### config.mk
export PLATFORM = sky130hd
export DESIGN_NAME = sorted_multi_timer_queue
export DESIGN_NICKNAME = d
export VERILOG_FILES = /design/src/sv/smtq_pkg.sv /design/src/sv/smtq_ram.sv /design/src/sv/sorted_multi_timer_queue.sv
export SDC_FILE = /design/constraint.sdc
export NUM_CORES = 2
export LEC_CHECK = 0
export BUFFER_PORTS_ARGS = -buffer_cell sky130_fd_sc_hd__buf_4
export CAP_MARGIN = 25
export CORE_MARGIN = 5
export CORE_UTILIZATION = 35
export CTS_CLUSTER_DIAMETER = 100
export CTS_CLUSTER_SIZE = 20
export DETAILED_ROUTE_END_ITERATION = 12
export PLACE_DENSITY = 0.53
export RECOVER_POWER = 50
export SETUP_SLACK_MARGIN = 0.5
export SLEW_MARGIN = 25
export SYNTH_ARGS = -nofsm -noshare
export SYNTH_HDL_FRONTEND = slang
export SYNTH_SLANG_ARGS = --single-unit
### constraint.sdc
create_clock -name i_clk -period 4.62 [get_ports i_clk]
set_input_delay 0.231 -clock i_clk [delete_from_list [all_inputs] [get_ports i_clk]]
set_output_delay 0.231 -clock i_clk [all_outputs]
set_load 0.03 [all_outputs]
### src/sv/smtq_pkg.sv
// Package: types, constants and codes for the sorted multi-timer queue.
`timescale 1ns / 1ps
package smtq_pkg;
    localparam int NUM_SLOTS = 32;
    localparam int SW = $clog2(NUM_SLOTS);
    localparam logic [31:0] NEVER = 32'hffff_ffff;
    localparam logic [31:0] COUNT_MAX = 32'hffff_fffe;
    localparam int FIRE_LIMIT = 31;

    typedef logic [SW-1:0] t_slot;
    typedef logic [1:0] t_status;
    localparam t_status ST_FREE = 2'd0;
    localparam t_status ST_ALLOC = 2'd1;
    localparam t_status ST_RUN = 2'd2;

    typedef enum logic [2:0] {
        ACT_TICK = 3'd0, ACT_ALLOC = 3'd1, ACT_FREE = 3'd2, ACT_SET = 3'd3,
        ACT_START = 3'd4, ACT_CANCEL = 3'd5, ACT_MARK = 3'd6, ACT_CGROUP = 3'd7
    } t_action;

    typedef enum logic [2:0] {
        KIND_MSG = 3'd0, KIND_TASK = 3'd1, KIND_ALLOC = 3'd2,
        KIND_CANCEL = 3'd3, KIND_DONE = 3'd4
    } t_kind;

    typedef enum logic [4:0] {
        S_IDLE, S_DISPATCH, S_TICK_RD, S_TICK_CHK, S_TASK, S_ALLOC_SCAN,
        S_STOP, S_SUCC_RD, S_SUCC_CHK, S_HEAD_RD, S_HEAD_CHK, S_UNL_RD, S_UNL_CHK,
        S_POST_STOP, S_START_EXP, S_INS_RD, S_INS_CHK, S_INS_LINK, S_GRP_SCAN,
        S_GRP_RD, S_GRP_CHK, S_DONE
    } t_state;

    typedef struct packed {
        logic        valid;
        t_kind       kind;
        t_slot       slot;
        logic [7:0]  target;
        logic [31:0] data;
        logic        ok;
        logic        last;
    } t_result;
endpackage

### src/sv/smtq_ram.sv
// Generic RAM with one write port and one read port, with registered read.
`timescale 1ns / 1ps
module smtq_ram #(
    parameter int WIDTH = 8,
    parameter int DEPTH = 32
) (
    input  logic                     i_clk,
    input  logic                     i_we,
    input  logic [$clog2(DEPTH)-1:0] i_waddr,
    input  logic [WIDTH-1:0]         i_wdata,
    input  logic [$clog2(DEPTH)-1:0] i_raddr,
    output logic [WIDTH-1:0]         o_rdata
);
    logic [WIDTH-1:0] r_mem [DEPTH];
    always_ff @(posedge i_clk) begin
        if (i_we) begin
            r_mem[i_waddr] <= i_wdata;
        end
        o_rdata <= r_mem[i_raddr];
    end
endmodule

### src/sv/sorted_multi_timer_queue.sv
// Top level: timer pool, sorted expiry list and command sequencer.
//
// channel  direction  handshake               payload
// command  in         start / busy            action slot timeout target_id message_data
// config   in         i_cfg_valid/o_cfg_ready i_cfg_data (task switch slot)
// result   out        o_strobe                kind slot target data ok last
//
// A tick walks the list from the head and fires due timers in order. Free, cancel and start
// stop a running slot by unlinking it at the head or after walking its predecessors;
// start then inserts the slot by comparing list entries in order. Group cancel scans
// marked candidates, stopping each whose target matches. The last beat shows once idle.
// Reset is synchronous; the list then holds only the sentinel. Results cannot stall.
`timescale 1ns / 1ps
module sorted_multi_timer_queue
    import smtq_pkg::*;
(
    input  logic        i_clk,
    input  logic        i_rst_n,
    input  logic        start,
    output logic        busy,
    input  logic [2:0]  i_action,
    input  logic [4:0]  i_slot,
    input  logic [31:0] i_timeout,
    input  logic [7:0]  i_target_id,
    input  logic signed [31:0] i_message_data,
    input  logic        i_cfg_valid,
    output logic        o_cfg_ready,
    input  logic [5:0]  i_cfg_data,
    output logic        o_strobe,
    output logic [2:0]  o_kind,
    output logic [4:0]  o_result_slot,
    output logic [7:0]  o_result_target,
    output logic signed [31:0] o_result_data,
    output logic        o_ok,
    output logic        o_last
);
    t_state r_state, n_state;
    t_action r_act;
    t_slot r_s, r_cur, r_prev, r_succ;
    logic [SW:0] r_i;
    logic r_sval;
    logic [31:0] r_timeout, r_data, r_tick, r_due, r_exp;
    logic [7:0] r_tgt;
    t_slot r_head;
    logic [5:0] r_task;
    t_status r_stat [NUM_SLOTS];
    logic [NUM_SLOTS-1:0] r_mark;
    logic [5:0] r_fired;
    logic r_ts, r_ok, r_after_first;
    t_result r_res, n_res;

    // memories: expiry, link, target, data
    logic e_we, l_we, t_we;
    t_slot e_wa, l_wa, t_wa, e_ra, l_ra, t_ra;
    logic [31:0] e_wd, e_rd, d_rd;
    t_slot l_wd, l_rd;
    logic [7:0] t_rd;

    smtq_ram #(.WIDTH(32), .DEPTH(NUM_SLOTS)) u_exp (.i_clk, .i_we(e_we), .i_waddr(e_wa),
        .i_wdata(e_wd), .i_raddr(e_ra), .o_rdata(e_rd));
    smtq_ram #(.WIDTH(SW), .DEPTH(NUM_SLOTS)) u_lnk (.i_clk, .i_we(l_we), .i_waddr(l_wa),
        .i_wdata(l_wd), .i_raddr(l_ra), .o_rdata(l_rd));
    smtq_ram #(.WIDTH(8), .DEPTH(NUM_SLOTS)) u_tgt (.i_clk, .i_we(t_we), .i_waddr(t_wa),
        .i_wdata(r_tgt), .i_raddr(t_ra), .o_rdata(t_rd));
    smtq_ram #(.WIDTH(32), .DEPTH(NUM_SLOTS)) u_dat (.i_clk, .i_we(t_we), .i_waddr(t_wa),
        .i_wdata(r_data), .i_raddr(t_ra), .o_rdata(d_rd));

    assign e_wa = r_s;
    assign t_wa = r_s;
    assign e_ra = r_cur;
    assign l_ra = r_cur;
    assign t_ra = r_cur;

    // expiry reads: slot 0 always NEVER
    logic r_e0;
    logic [31:0] exp_q;
    assign exp_q = r_e0 ? NEVER : e_rd;

    always_ff @(posedge i_clk) begin
        r_e0 <= (r_cur == '0);
    end

    logic [32:0] sum;
    assign sum = {1'b0, r_timeout} + {1'b0, r_tick};
    logic has_task;
    assign has_task = (r_task < 6'(NUM_SLOTS));

    logic tick_fire, task_hit;
    assign tick_fire = (r_fired < 6'(FIRE_LIMIT)) && (exp_q <= r_tick);
    assign task_hit = has_task && (6'(r_cur) == r_task);

    assign busy = (r_state != S_IDLE);
    assign o_cfg_ready = !busy && !start;

    // group scan: lowest marked, non-free slot at or above r_i
    logic grp_hit;
    t_slot grp_slot;
    always_comb begin
        grp_hit = 1'b0;
        grp_slot = '0;
        for (int k = NUM_SLOTS - 1; k >= 1; k--) begin
            if ((SW+1)'(k) >= r_i && r_stat[k] != ST_FREE && r_mark[k]) begin
                grp_hit = 1'b1;
                grp_slot = t_slot'(k);
            end
        end
    end
    logic alloc_hit;
    t_slot alloc_slot;
    always_comb begin
        alloc_hit = 1'b0;
        alloc_slot = '0;
        for (int k = NUM_SLOTS - 1; k >= 0; k--) begin
            if (r_stat[k] == ST_FREE) begin
                alloc_hit = 1'b1;
                alloc_slot = t_slot'(k);
            end
        end
    end

    always_comb begin
        n_state = r_state;
        unique case (r_state)
            S_IDLE:     if (start) n_state = S_DISPATCH;
            S_DISPATCH: begin
                unique case (r_act)
                    ACT_TICK:   n_state = (r_due <= r_tick) ? S_TICK_RD : S_TASK;
                    ACT_ALLOC:  n_state = S_ALLOC_SCAN;
                    ACT_CGROUP: n_state = S_GRP_SCAN;
                    ACT_FREE, ACT_CANCEL:
                        n_state = r_sval ? S_STOP : S_DONE;
                    ACT_START:
                        n_state = (r_sval && r_stat[r_s] != ST_FREE) ? S_STOP : S_DONE;
                    ACT_SET, ACT_MARK:
                        n_state = S_DONE;
                endcase
            end
            S_TICK_RD:  n_state = S_TICK_CHK;
            S_TICK_CHK: n_state = tick_fire ? S_TICK_RD : S_TASK;
            S_TASK:     n_state = S_DONE;
            S_ALLOC_SCAN: n_state = S_IDLE;
            S_STOP:     n_state = (r_stat[r_s] == ST_RUN) ? S_SUCC_RD : S_POST_STOP;
            S_SUCC_RD:  n_state = S_SUCC_CHK;
            S_SUCC_CHK: n_state = (r_head == r_s) ? S_HEAD_RD : S_UNL_RD;
            S_HEAD_RD:  n_state = S_HEAD_CHK;
            S_HEAD_CHK: n_state = S_POST_STOP;
            S_UNL_RD:   n_state = S_UNL_CHK;
            S_UNL_CHK:  n_state = (l_rd == r_s) ? S_POST_STOP : S_UNL_RD;
            S_POST_STOP: begin
                priority if (r_act == ACT_CGROUP) n_state = S_GRP_SCAN;
                else if (r_act == ACT_START) n_state = S_START_EXP;
                else n_state = S_DONE;
            end
            S_START_EXP: n_state = S_INS_RD;
            S_INS_RD:   n_state = S_INS_CHK;
            S_INS_CHK: begin
                if (r_exp <= exp_q) n_state = r_after_first ? S_INS_LINK : S_DONE;
                else n_state = S_INS_RD;
            end
            S_INS_LINK: n_state = S_DONE;
            S_GRP_SCAN: n_state = grp_hit ? S_GRP_RD : S_DONE;
            S_GRP_RD:   n_state = S_GRP_CHK;
            S_GRP_CHK:  n_state = (t_rd == r_tgt) ? S_STOP : S_GRP_SCAN;
            S_DONE:     n_state = S_IDLE;
            default:    n_state = S_IDLE;
        endcase
    end

    always_comb begin
        e_we = 1'b0; e_wd = r_exp;
        l_we = 1'b0; l_wa = r_s; l_wd = r_cur;
        t_we = 1'b0;
        n_res = '0;
        unique case (r_state)
            S_DISPATCH: t_we = (r_act == ACT_SET) && r_sval;
            S_TICK_CHK: if (tick_fire && !task_hit) begin
                n_res.valid = 1'b1; n_res.kind = KIND_MSG; n_res.slot = r_cur;
                n_res.target = t_rd; n_res.data = d_rd;
            end
            S_TASK: if (r_ts) begin
                n_res.valid = 1'b1; n_res.kind = KIND_TASK; n_res.slot = t_slot'(r_task);
            end
            S_ALLOC_SCAN: begin
                n_res.valid = 1'b1; n_res.kind = KIND_ALLOC; n_res.last = 1'b1;
                n_res.ok = alloc_hit; n_res.slot = alloc_slot;
            end
            S_UNL_CHK: if (l_rd == r_s) begin
                l_we = 1'b1; l_wa = r_cur; l_wd = r_succ;
            end
            S_START_EXP: e_we = 1'b1;
            S_INS_CHK: if (r_exp <= exp_q) begin
                l_we = 1'b1; l_wa = r_s; l_wd = r_cur;
            end
            S_INS_LINK: begin
                l_we = 1'b1; l_wa = r_prev; l_wd = r_s;
            end
            S_DONE: begin
                n_res.valid = 1'b1; n_res.last = 1'b1;
                n_res.kind = (r_act == ACT_CANCEL) ? KIND_CANCEL : KIND_DONE;
                n_res.ok = (r_act == ACT_CANCEL) && r_ok;
            end
            default: ;
        endcase
    end

    always_ff @(posedge i_clk) begin
        if (!i_rst_n) begin
            r_state <= S_IDLE;
            r_tick <= '0;
            r_due <= NEVER;
            r_head <= '0;
            r_cur <= '0;
            r_mark <= '0;
            r_task <= 6'd32;
            r_res <= '0;
            for (int k = 0; k < NUM_SLOTS; k++) r_stat[k] <= (k == 0) ? ST_RUN : ST_FREE;
        end else begin
            r_state <= n_state;
            r_res <= n_res;
            if (i_cfg_valid && o_cfg_ready) r_task <= i_cfg_data;
            unique case (r_state)
                S_IDLE: if (start) begin
                    r_act <= t_action'(i_action);
                    r_s <= t_slot'(i_slot);
                    r_sval <= (i_slot != 5'd0) && (6'(i_slot) < 6'(NUM_SLOTS));
                    r_timeout <= i_timeout;
                    r_tgt <= i_target_id;
                    r_data <= i_message_data;
                    r_ok <= 1'b0;
                    r_ts <= 1'b0;
                    r_fired <= '0;
                    r_i <= (SW+1)'(1);
                    if (t_action'(i_action) == ACT_TICK && r_tick < COUNT_MAX)
                        r_tick <= r_tick + 32'd1;
                end
                S_DISPATCH: begin
                    r_cur <= r_head;
                    if (r_act == ACT_MARK && r_sval) r_mark[r_s] <= 1'b1;
                end
                S_TICK_CHK: begin
                    if (tick_fire) begin
                        r_stat[r_cur] <= ST_ALLOC;
                        if (task_hit) r_ts <= 1'b1;
                        r_cur <= l_rd;
                        r_fired <= r_fired + 6'd1;
                    end else begin
                        r_head <= r_cur;
                        r_due <= exp_q;
                    end
                end
                S_ALLOC_SCAN: if (alloc_hit) begin
                    r_stat[alloc_slot] <= ST_ALLOC;
                    r_mark[alloc_slot] <= 1'b0;
                end
                S_STOP: r_cur <= r_s;
                S_SUCC_CHK: begin
                    r_succ <= l_rd;
                    r_cur <= (r_head == r_s) ? l_rd : r_head;
                end
                S_HEAD_CHK: begin
                    r_head <= r_succ;
                    r_due <= exp_q;
                end
                S_UNL_CHK: if (l_rd != r_s) r_cur <= l_rd;
                S_POST_STOP: begin
                    if (r_act == ACT_FREE || r_act == ACT_CGROUP) r_stat[r_s] <= ST_FREE;
                    else if (r_stat[r_s] == ST_RUN) r_stat[r_s] <= ST_ALLOC;
                    if (r_stat[r_s] == ST_RUN) r_ok <= 1'b1;
                    if (r_act == ACT_CGROUP) r_i <= (SW+1)'(r_s) + (SW+1)'(1);
                    r_exp <= sum[32] ? NEVER : sum[31:0];
                end
                S_START_EXP: begin
                    r_stat[r_s] <= ST_RUN;
                    r_cur <= r_head;
                    r_after_first <= 1'b0;
                end
                S_INS_CHK: begin
                    if (r_exp <= exp_q) begin
                        if (!r_after_first) begin
                            r_head <= r_s;
                            r_due <= r_exp;
                        end
                    end else begin
                        r_after_first <= 1'b1;
                        r_prev <= r_cur;
                        r_cur <= l_rd;
                    end
                end
                S_GRP_SCAN: if (grp_hit) begin
                    r_s <= grp_slot;
                    r_cur <= grp_slot;
                end
                S_GRP_CHK: if (t_rd != r_tgt) r_i <= (SW+1)'(r_s) + (SW+1)'(1);
                default: ;
            endcase
        end
    end

    assign o_strobe = r_res.valid;
    assign o_kind = r_res.kind;
    assign o_result_slot = 5'(r_res.slot);
    assign o_result_target = r_res.target;
    assign o_result_data = r_res.data;
    assign o_ok = r_res.ok;
    assign o_last = r_res.last;

    a_cfg_idle: assert property (@(posedge i_clk) disable iff (!i_rst_n)
        o_cfg_ready |-> !busy) else $error("config while busy");
    a_last_idle: assert property (@(posedge i_clk) disable iff (!i_rst_n)
        (o_strobe && o_last) |-> (r_state == S_IDLE)) else $error("last beat timing");
    a_mid_busy: assert property (@(posedge i_clk) disable iff (!i_rst_n)
        (o_strobe && !o_last) |-> busy) else $error("beat after end");
    a_sent: assert property (@(posedge i_clk) disable iff (!i_rst_n)
        r_stat[0] == ST_RUN) else $error("sentinel lost");
endmodule
==> flow_metrics.py <==
metrics = {
    "sta": {
        "hold-worst-slack_ps": 91.0,
        "fin_skew_ps": 81.3,
        "setup_tns_ps": 0,
        "rsz0062_at_grt": "yes",
        "maxSlewHeadroom": -0.778,
        "fin_crit_ps": 4210,
        "hold_viol": 0,
        "setup_slack_ps": 409,
        "fin_crit_sh": 0.911,
        "slew_viol_final": 672,
        "tightest_slew_ps": 2670,
        "fmax_mhz": 237,
        "setup_violations": 0,
    },
    "critical_path": {
        "start_kind": "flop",
        "cp_max_fo": 33,
        "cp-end-kind": "flop",
        "cp_slowest_cell": "nor2_1",
        "cp_cell_sequence": "clkbuf_1, nor2_4, nand3_2, buf_4, nor2_1, buf_4",
        "critPathMaxStageDelay_ps": 1630,
        "worst-setup-path-type": "flop to flop",
        "cp_common_cell": "buf_4",
        "arrival_ps": 4730,
        "crit_required_ps": 5140,
    },
    "yosys": {
        "synth_seq_area_share": 0.727,
        "syn_inst": 6062,
        "synth_area_leaders": "edfxtp_1 68%, mux4_2 15%, dfxtp_1 4.3%",
        "ys_warn_count": 0,
        "ys_ff_latch": 2916,
        "synthFlopType": "edfxtp_1",
        "yosysTopAreaCell": "edfxtp_1",
        "synth_edf_count": 2666,
        "synth_nets": 6287,
        "synth.distinct_cells": 91,
        "syn_area_mm2": 0.117,
        "async_flop_share": 0,
        "avgSynthCellArea_um2": 19.3,
        "synth_top_area_frac": 0.685,
    },
    "drt": {
        "viasPerCell": 5.54,
        "dr.first_iter.drc_count": 6441,
        "wirelength_um": 322000,
        "drt_first_pass_iters": 5,
        "drc": 0,
        "avgRoutedWirePerCell_um": 29.5,
        "vias": 60573,
        "final_antenna_net_count": 0,
    },
    "floorplanning": {
        "fp-row-count": 212,
        "start_util": 0.351,
        "die_y_um": 588,
        "core_mm2": 0.333,
        "die_width_um": 588,
        "dieArea_mm2": 0.346,
        "ios": 143,
    },
    "clocking": {
        "htreeDepth": 4,
        "root_buffer": "clkbuf_16",
        "cts_buffers": 176,
        "cts_buffer_depth": 4,
        "cts.clk_slew.worst_paths_ps": 90,
        "clk-insertion-delay-late_ps": 880,
        "clock_sinks": 2916,
        "cts_tree": "yes",
    },
    "pwr": {
        "power_leakage_nw": 39.9,
        "powerDensity_mw_per_mm2": 455,
        "irDropWorstVdd_mv": 0.317,
        "power_w": 0.0597,
    },
    "grt": {
        "grt_max_degree": 101,
        "overflow": 0,
        "antenna_found_initial": 13,
        "grt_use_total": 0.182,
        "grt_pass1_vias": 61286,
        "grt_pass1_wl_um": 460000,
    },
    "final_layout": {
        "fin_util": 0.394,
        "nFillCells": 29861,
        "final_layout_size_suffix_gt1_frac": 0.231,
        "areaGrowthSynthToFinish_pct": 12.2,
        "nets": 6646,
    },
    "run": {
        "drv_cap": 21,
    },
    "placement": {
        "place.gp.congestion": 0.907,
        "io_buffers": 142,
        "dp_hpwl_um": 184000,
        "place_ws_ps": 50.7,
    },
    "run_status": {
        "status": "finished with violations",
        "violations": "max-capacitance violations, max-slew violations",
    },
    "worst_hold_path": {
        "min_path_type": "primary input to flop",
    },
}
[where the power goes]
group	internal [W]	switching, W
sequential	0.0300	0.00117
combinational	0.00572	0.00687
clock	0.00733	0.00861
total	0.0431	0.0167
[area by class of cell]
class	count	area [um^2]	share of cell area
Sequential cell	2916	85100	0.648
Clock inverter	15	153	0.00116
Clock buffer	279	4880	0.0372
Inverter	96	360	0.00275
Multi-Input combinational cell	2734	30700	0.234
Antenna cell	3	7.51	0.0000572
Timing Repair Buffer	497	4500	0.0343
Tap cell	4387	5490	0.0418
[flip-flops by register name, indices dropped and copies added, names as in the netlist, 64 cells and up, named ones only]
name	cells
u_lnk.r_mem	160
u_tgt.r_mem	256
r_stat	64
u_exp.r_mem	1024
u_dat.r_mem	1024
[layout by cell type, fill, tap and decap left out, types with 42 or more instances in the layout]
cell           netlist  routed
buf_12               0      72
inv_1               94      94
nand2_1            203     202
mux2i_1             42      42
clkbuf_1           224     198
nand3_1             80      80
nor2_1             322     277
and3_1              55      54
dfxtp_1            250     247
a21oi_1            135     133
clkbuf_4             0      60
clkbuf_16            0     179
ha_1               134     134
edfxtp_1          2666    2666
nor3_1             134     113
mux2_2              83      80
buf_4                0     155
nand4_1             45      45
dlygate4sd3_1        0     104
o21ai_0            116      98
xnor2_1             53      53
mux4_2             775     775
[logic make-up (layout without fill, tap and decap cells)]
logic type,count (synthesis),count (layout),synth area share
flops,2916,2916,0.727
simple gates,1052,1052,0.0446
mux,900,900,0.161
compound gates,569,569,0.0329
buf+inv,412,887,0.0138
fa+ha+maj,135,135,0.0145
xor+xnor,78,78,0.00584
other cells,0,3,0
[per-layer routing]
metal | vias to the layer above | global-route usage | share of wire
met2 | 1973 | 0.297 | 0.48
met3 | 322 | 0.0248 | 0.058
li1 | 25500 | - | -
met4 | 0 | 0.0315 | 0.018
met1 | 32778 | 0.264 | 0.45
met5 | - | 0 | 0
[final timing paths]
check                        endpoint              start  slack (ps)  cells after the start
hold / removal              r_data[2]  i_message_data[2]          90                      2
hold reg to reg     o_result_data[30]  u_dat.o_rdata[30]         470                      1
setup / recovery  u_exp.r_mem[23][24]         r_state[0]         410                      6
setup reg to reg  u_exp.r_mem[23][24]         r_state[0]         410                      6
[per-stage QoR]
step	instance area, um^2	std cells
after floorplan	117000	6062
after global placement	125000	10510
after detailed placement	125000	10510
after CTS	132000	10908
after global routing	131000	10925
final	131000	10927
[synthesized netlist by cell type (all sizes together), types with 12 or more instances]
master	n
xor2	25
a21oi	135
a22oi	14
xnor2	53
inv	95
mux2i	42
and2	21
nand4	45
and3b	12
o21a	22
nand2b	30
nor3b	19
clkbuf	224
ha	134
buf	92
nor4	17
a31oi	18
o221a	29
nand2	203
nor3	143
mux2	83
o22ai	25
o31ai	20
dfxtp	250
mux4	775
and3	55
o21ai	129
or2	21
o211ai	15
nand3	83
edfxtp	2666
nor2b	31
nor2	324
a21o	34
a211oi	27
[timing repair]
action | CTS | global route
pin swaps | 1 | 3
endpoints found under the hold margin | 135 | 0
hold buffers | 104 | 0
gates resized for setup | 17 | 25
gates cloned | 0 | 0
setup buffers | 0 | 13
setup endpoints to repair | 131 | 140
[critical path, delay by kind of cell, from the launching register on]
kind                   cells  cell delay [ps]
buffers and inverters      3             1280
flip-flops                 1              320
AND/OR/NAND/NOR            3             2200
(Power assumes the default switching activity.)
